[src/rtl/mmcs_pkg.sv]
package mmcs_pkg;

	localparam int PIX_W = 8;
	localparam int NUM_W = 2 * PIX_W;
	localparam int STEP_W = $clog2(PIX_W);
	localparam logic [PIX_W-1:0] PIX_MAX = {PIX_W{1'b1}};
	localparam logic [PIX_W-1:0] PIX_MIN = '0;

	localparam logic REQ_MEASURE = 1'b0;
	localparam logic REQ_APPLY = 1'b1;

	typedef logic [PIX_W-1:0] pix_t;

	typedef struct packed {
		logic flat;
		logic [NUM_W-1:0] num;
		pix_t range;
	} div_req_t;

	typedef struct packed {
		logic idle;
		logic done;
	} div_stat_t;

endpackage

[src/rtl/min_max_contrast_stretch.sv]
// channel  dir  tdata           tuser
// s_       in   [7:0] pixel_in  [0] req_type, [1] first_pixel
// m_       out  [7:0] pixel_out -
// a measure transaction updates the running range and gives no output
// an apply transaction is loaded into the divider, which forms eight quotient
// bits by restoring division, then is handed over to the output register
// one item at a time; a full output register holds the divider until taken
// arst_n clears the running range to min 255, max 0
module min_max_contrast_stretch
	import mmcs_pkg::*;
(
	input  logic       clk,
	input  logic       arst_n,
	input  logic       s_tvalid,
	output logic       s_tready,
	input  logic [7:0] s_tdata,  // [7:0] pixel_in
	input  logic [1:0] s_tuser,  // [0] req_type, [1] first_pixel
	output logic       m_tvalid,
	input  logic       m_tready,
	output logic [7:0] m_tdata   // [7:0] pixel_out
);

	pix_t min_seen;
	pix_t max_seen;
	pix_t pix;
	pix_t clamped;
	pix_t delta;
	logic s_fire;
	logic measure;
	logic apply;
	logic take;
	div_req_t req;
	div_stat_t stat;
	pix_t quot;
	logic out_valid_q;
	pix_t out_data_q;

	assign pix = s_tdata;
	assign s_fire = s_tvalid && s_tready;
	assign measure = s_fire && s_tuser[0] == REQ_MEASURE;
	assign apply = s_fire && s_tuser[0] == REQ_APPLY;
	assign s_tready = stat.idle;

	mmcs_track u_track (
		.clk(clk),
		.arst_n(arst_n),
		.upd(measure),
		.first(s_tuser[1]),
		.pixel(pix),
		.min_seen(min_seen),
		.max_seen(max_seen)
	);

	always_comb begin
		if (pix < min_seen) begin
			clamped = min_seen;
		end else if (pix > max_seen) begin
			clamped = max_seen;
		end else begin
			clamped = pix;
		end
	end

	// times 255 as times 256 minus one
	assign delta = clamped - min_seen;
	assign req.flat = max_seen <= min_seen;
	assign req.num = {delta, PIX_MIN} - {PIX_MIN, delta};
	assign req.range = max_seen - min_seen;

	mmcs_div u_div (
		.clk(clk),
		.arst_n(arst_n),
		.start(apply),
		.req(req),
		.take(take),
		.stat(stat),
		.quot(quot)
	);

	assign take = stat.done && (!out_valid_q || m_tready);

	always_ff @(posedge clk or negedge arst_n) begin
		if (!arst_n) begin
			out_valid_q <= 1'b0;
		end else if (take) begin
			out_valid_q <= 1'b1;
		end else if (m_tready) begin
			out_valid_q <= 1'b0;
		end
	end

	always_ff @(posedge clk) begin
		if (take) begin
			out_data_q <= quot;
		end
	end

	assign m_tvalid = out_valid_q;
	assign m_tdata = out_data_q;

	a_apply_busy: assert property (@(posedge clk) disable iff (!arst_n)
		apply |=> !s_tready)
		else $error("divider not busy after apply");

	a_range_order: assert property (@(posedge clk) disable iff (!arst_n)
		measure |=> min_seen <= max_seen)
		else $error("min above max after measure");

	a_done_hold: assert property (@(posedge clk) disable iff (!arst_n)
		stat.done && !take |=> stat.done && $stable(quot))
		else $error("divider result lost while output full");

endmodule

[src/rtl/mmcs_track.sv]
module mmcs_track
	import mmcs_pkg::*;
(
	input  logic clk,
	input  logic arst_n,
	input  logic upd,
	input  logic first,
	input  pix_t pixel,
	output pix_t min_seen,
	output pix_t max_seen
);

	pix_t min_q;
	pix_t max_q;

	always_ff @(posedge clk or negedge arst_n) begin
		if (!arst_n) begin
			min_q <= PIX_MAX;
			max_q <= PIX_MIN;
		end else if (upd) begin
			if (first) begin
				min_q <= pixel;
				max_q <= pixel;
			end else begin
				if (pixel < min_q) begin
					min_q <= pixel;
				end
				if (pixel > max_q) begin
					max_q <= pixel;
				end
			end
		end
	end

	assign min_seen = min_q;
	assign max_seen = max_q;

endmodule

[src/rtl/mmcs_div.sv]
module mmcs_div
	import mmcs_pkg::*;
(
	input  logic      clk,
	input  logic      arst_n,
	input  logic      start,
	input  div_req_t  req,
	input  logic      take,
	output div_stat_t stat,
	output pix_t      quot
);

	localparam logic [1:0] ST_IDLE = 2'd0;
	localparam logic [1:0] ST_RUN  = 2'd1;
	localparam logic [1:0] ST_DONE = 2'd2;

	logic [1:0] state_q;
	logic [STEP_W-1:0] cnt_q;
	pix_t rem_q;
	pix_t lo_q;
	pix_t div_q;
	logic flat_q;

	logic [PIX_W:0] trial;
	logic [PIX_W:0] diff;
	logic fits;

	// one quotient bit per cycle, low dividend bits and quotient share the shift register
	assign trial = {rem_q, lo_q[PIX_W-1]};
	assign fits = trial >= {1'b0, div_q};
	assign diff = trial - {1'b0, div_q};

	always_ff @(posedge clk or negedge arst_n) begin
		if (!arst_n) begin
			state_q <= ST_IDLE;
			cnt_q <= '0;
		end else begin
			unique case (state_q)
				ST_IDLE: begin
					if (start) begin
						state_q <= ST_RUN;
						cnt_q <= '0;
					end
				end
				ST_RUN: begin
					cnt_q <= cnt_q + 1'b1;
					if (cnt_q == STEP_W'(PIX_W - 1)) begin
						state_q <= ST_DONE;
					end
				end
				ST_DONE: begin
					if (take) begin
						state_q <= ST_IDLE;
					end
				end
				default: begin
					state_q <= ST_IDLE;
				end
			endcase
		end
	end

	always_ff @(posedge clk) begin
		if (state_q == ST_IDLE && start) begin
			rem_q <= req.num[NUM_W-1:PIX_W];
			lo_q <= req.num[PIX_W-1:0];
			div_q <= req.range;
			flat_q <= req.flat;
		end else if (state_q == ST_RUN) begin
			rem_q <= fits ? diff[PIX_W-1:0] : trial[PIX_W-1:0];
			lo_q <= {lo_q[PIX_W-2:0], fits};
		end
	end

	assign stat.idle = state_q == ST_IDLE;
	assign stat.done = state_q == ST_DONE;
	assign quot = flat_q ? PIX_MIN : lo_q;

endmodule

[config.mk]
export PLATFORM = sky130hd
export DESIGN_NAME = min_max_contrast_stretch
export DESIGN_NICKNAME = d
export VERILOG_FILES = /design/src/rtl/mmcs_pkg.sv /design/src/rtl/min_max_contrast_stretch.sv /design/src/rtl/mmcs_track.sv /design/src/rtl/mmcs_div.sv
export SDC_FILE = /design/constraint.sdc
export NUM_CORES = 1
export LEC_CHECK = 0
export BUFFER_PORTS_ARGS = -buffer_cell sky130_fd_sc_hd__buf_2
export CORE_MARGIN = 10
export CORE_UTILIZATION = 25
export CTS_CLUSTER_DIAMETER = 200
export CTS_CLUSTER_SIZE = 40
export DETAILED_ROUTE_END_ITERATION = 7
export HOLD_SLACK_MARGIN = 0.1
export PLACE_DENSITY_LB_ADDON = 0.25
export SLEW_MARGIN = 5
export SYNTH_ARGS = -nofsm -noshare
export SYNTH_HDL_FRONTEND = slang
export SYNTH_SLANG_ARGS = --single-unit
[constraint.sdc]
create_clock -name clk -period 10 [get_ports clk]
set_clock_uncertainty 0.05 [all_clocks]
set_input_delay 0.5 -clock clk [delete_from_list [all_inputs] [get_ports clk]]
set_output_delay 0.5 -clock clk [all_outputs]
set_load 0.03 [all_outputs]
==> reports/metrics.yaml <==
status: "finished clean"
crit_fanout: 15
nNetsFinal: 505
fin_crit_ns: 5.07
yosys_warnings: 0
die_x_um: 146
synth_ff_type: "edfxtp_1"
endpoint_kind: "flip-flop"
critical_path.most_common_cell: "a21oi_1"
synth_edf_count: 33
dp_slack_ns: 4.81
fin_crit_sh_pct: 50.7
cpPeakStageDelay_ns: 0.71
rsz0062_at_grt: "no"
syn_avg_cell_area_um2: 9.39
ys_ff_latch: 55
final_cell_mix: "nor2_1 (41), ha_1 (41), inv_1 (40)"
syn_nets: 481
hold_path_class: "in2async"
wirelength_mm: 9.44
async_reset_ff_share_pct: 40.0
fin_setup_tns_ns: 0
num_rows: 46
yosys-top-cells-area: "edfxtp_1 (25%), ha_1 (13%), dfrtp_1 (8.8%), dfstp_2 (5.3%), mux2_2 (4.0%)"
crit_type: "reg2reg"
die_area_um2: 21300
detailedPlacementHpwl_mm: 7.61
synth_area_um2: 3970
cts_max_path_buffers: 2
firstDrtPassIters: 5
antenna_found_initial: 0
cts_setup_buffers: 0
synth_largest_area_cell: "edfxtp_1"
core_um2: 15700
drive_gt1_share_pct: 12.9
syn_inst: 423
num_antenna_cells: 0
post_cts_resize_count: 0
worstSkewPairLatency_ns: 0.30
startpoint_type: "flip-flop"
die_h_um: 146
cp_data_arrival_time_ns: 5.06
setup_violations: 0
worst-path-buf-inv: 1
viasPerCell: 4.63
grt_pass1_vias: 3115
worst_slew_pin_slew_ns: 0.956
ys_seq_area_share_pct: 39.0
grt_pass1_wl_mm: 16.0
clk_pin_slew_ns: 0.07
path_cells: "inv_1 -> ha_1 -> nor2b_1 -> o211ai_1 -> a21oi_1 -> o21ai_1 -> a21oi_1 -> nor2_1 -> a21oi_1 -> ha_1 -> fa_1 -> xor2_1 -> nand4b_1 -> mux2i_1 -> o211ai_1 -> nor2_1 -> nand3_1 -> a311o_1"
cts_inserted_buffers: 5
io_pins: 24
grtUsageTotal_pct: 9.00
drc: 0
cap_violations: 0
drt_first_iter_violations: 178
overflow: 0
clock_sinks: 55
cts_hold_buf: 0
initial_core_util_pct: 25.3
clockRootBuffer: "clkbuf_16"
crit_required_ns: 9.99
critPathTopFamily: "compound AO/OA/AOI/OAI gates"
drt-wirelength-per-cell_um: 14.2
port-buffer-count: 23
slew_violations: 0
dr_total_vias: 3075
netlist.area_leader.share_pct: 24.9
cts_tree: "built"
fin_ws_ns: 4.93
relSlewSlack_pct: 36.2
grt_max_degree: 31
gp_congestion: 0.877
cp_slowest_cell: "o21ai_1"
synthToLayoutAreaGrowth_pct: 13.3
synth_cell_type_count: 53
htree_levels: 2
fmax_mhz: 197
ant_nets: 0
finalHoldViolCount: 0
[stage by stage]
stage | instance area, um2 | utilization (%) | cells | hold WS (ns)
final | 4500 | 28.6 | 664 | 0.108
after global routing | 4500 | 28.6 | 664 | 0.142
after global placement | 4340 | 27.6 | 656 | 0.446
after CTS | 4500 | 28.6 | 664 | 0.133
after floorplan | 3970 | - | 423 | 0.154
after detailed placement | 4340 | 27.6 | 656 | 0.449
[flip-flops by register name, indices dropped and copies added (netlist names)]
signal	count
u_div.div_q	8
u_track.min_seen	8
u_div.cnt_q	3
m_tdata	8
u_div.lo_q	8
u_track.max_seen	8
u_div.rem_q	8
u_div.state_q	2
u_div.flat_q	1
m_tvalid	1
[cell usage after synthesis, types with 3 or more instances]
library cell	n
mux2_2	14
clkbuf_1	7
a211oi_1	3
dfstp_2	8
o21ai_1	4
nand4_1	6
nor2_1	41
inv_1	40
dfrtp_1	14
o21a_1	3
nand3_1	11
o21ai_0	31
a21o_1	7
mux2i_1	7
a31oi_1	3
nand2_1	36
nor3_1	4
o31ai_1	3
fa_1	3
xnor2_1	6
edfxtp_1	33
xor2_1	5
o211ai_1	5
ha_1	41
nor2b_1	16
nand2b_1	12
a21oi_1	25
[cells by family after synthesis]
| family | Yosys count | synth area share [%] |
|---|---|---|
| simple gates | 139 | 16.8 |
| compound gates | 106 | 17.1 |
| flops | 55 | 39.0 |
| buf+inv | 47 | 4.44 |
| fa+ha+maj | 44 | 14.4 |
| mux | 21 | 5.73 |
| xor+xnor | 11 | 2.42 |
[metal layers]
layer	GRT usage (%)	routed length (um)	part of all wire, %	vias up
met4	2.70	161	1.7	0
li1	-	-	-	1573
met1	11.4	4580	48	1431
met3	2.16	355	3.8	15
met2	14.9	4340	46	56
met5	0	0	0	-
[worst reg2reg max path, cell delays in order (launching register included)]
cell and delay, ns:
dfrtp_1 0.40, inv_1 0.15, ha_1 0.26, nor2b_1 0.14, o211ai_1 0.18, a21oi_1 0.13, o21ai_1 0.71, a21oi_1 0.17
nor2_1 0.11, a21oi_1 0.05, ha_1 0.21, fa_1 0.40, xor2_1 0.36, nand4b_1 0.15, mux2i_1 0.35, o211ai_1 0.22
nor2_1 0.28, nand3_1 0.12, a311o_1 0.36
[final cells by class]
cell class	instances	area, um2
fill	1654	11200
multi-input combinational	321	2250
sequential	55	1550
tap	216	270
clock buffer	7	153
inverter	40	150
timing repair buffer	24	123
clock inverter	1	7.51
[final timing paths]
kind	start	to	slack [ns]	depth (start not counted)
min reg2reg	u_div.cnt_q[0]$_DFFE_PN0P_	u_div.cnt_q[0]$_DFFE_PN0P_	0.46	1
max reg2reg	u_track.max_seen[1]$_DFFE_PN0P_	u_div.rem_q[3]$_DFFE_PP_	4.93	18
max	u_track.max_seen[1]$_DFFE_PN0P_	u_div.rem_q[3]$_DFFE_PP_	4.93	18
min	arst_n	u_track.max_seen[2]$_DFFE_PN0P_	0.11	1
max in group asynchronous	arst_n	u_track.min_seen[4]$_DFFE_PN1P_	9.43	1
min in group clk	m_tready	m_tvalid$_DFFE_PN0P_	0.44	3
Power is not shown: default switching activity piles up to over one toggle a cycle in this logic, so the estimate is an artifact.
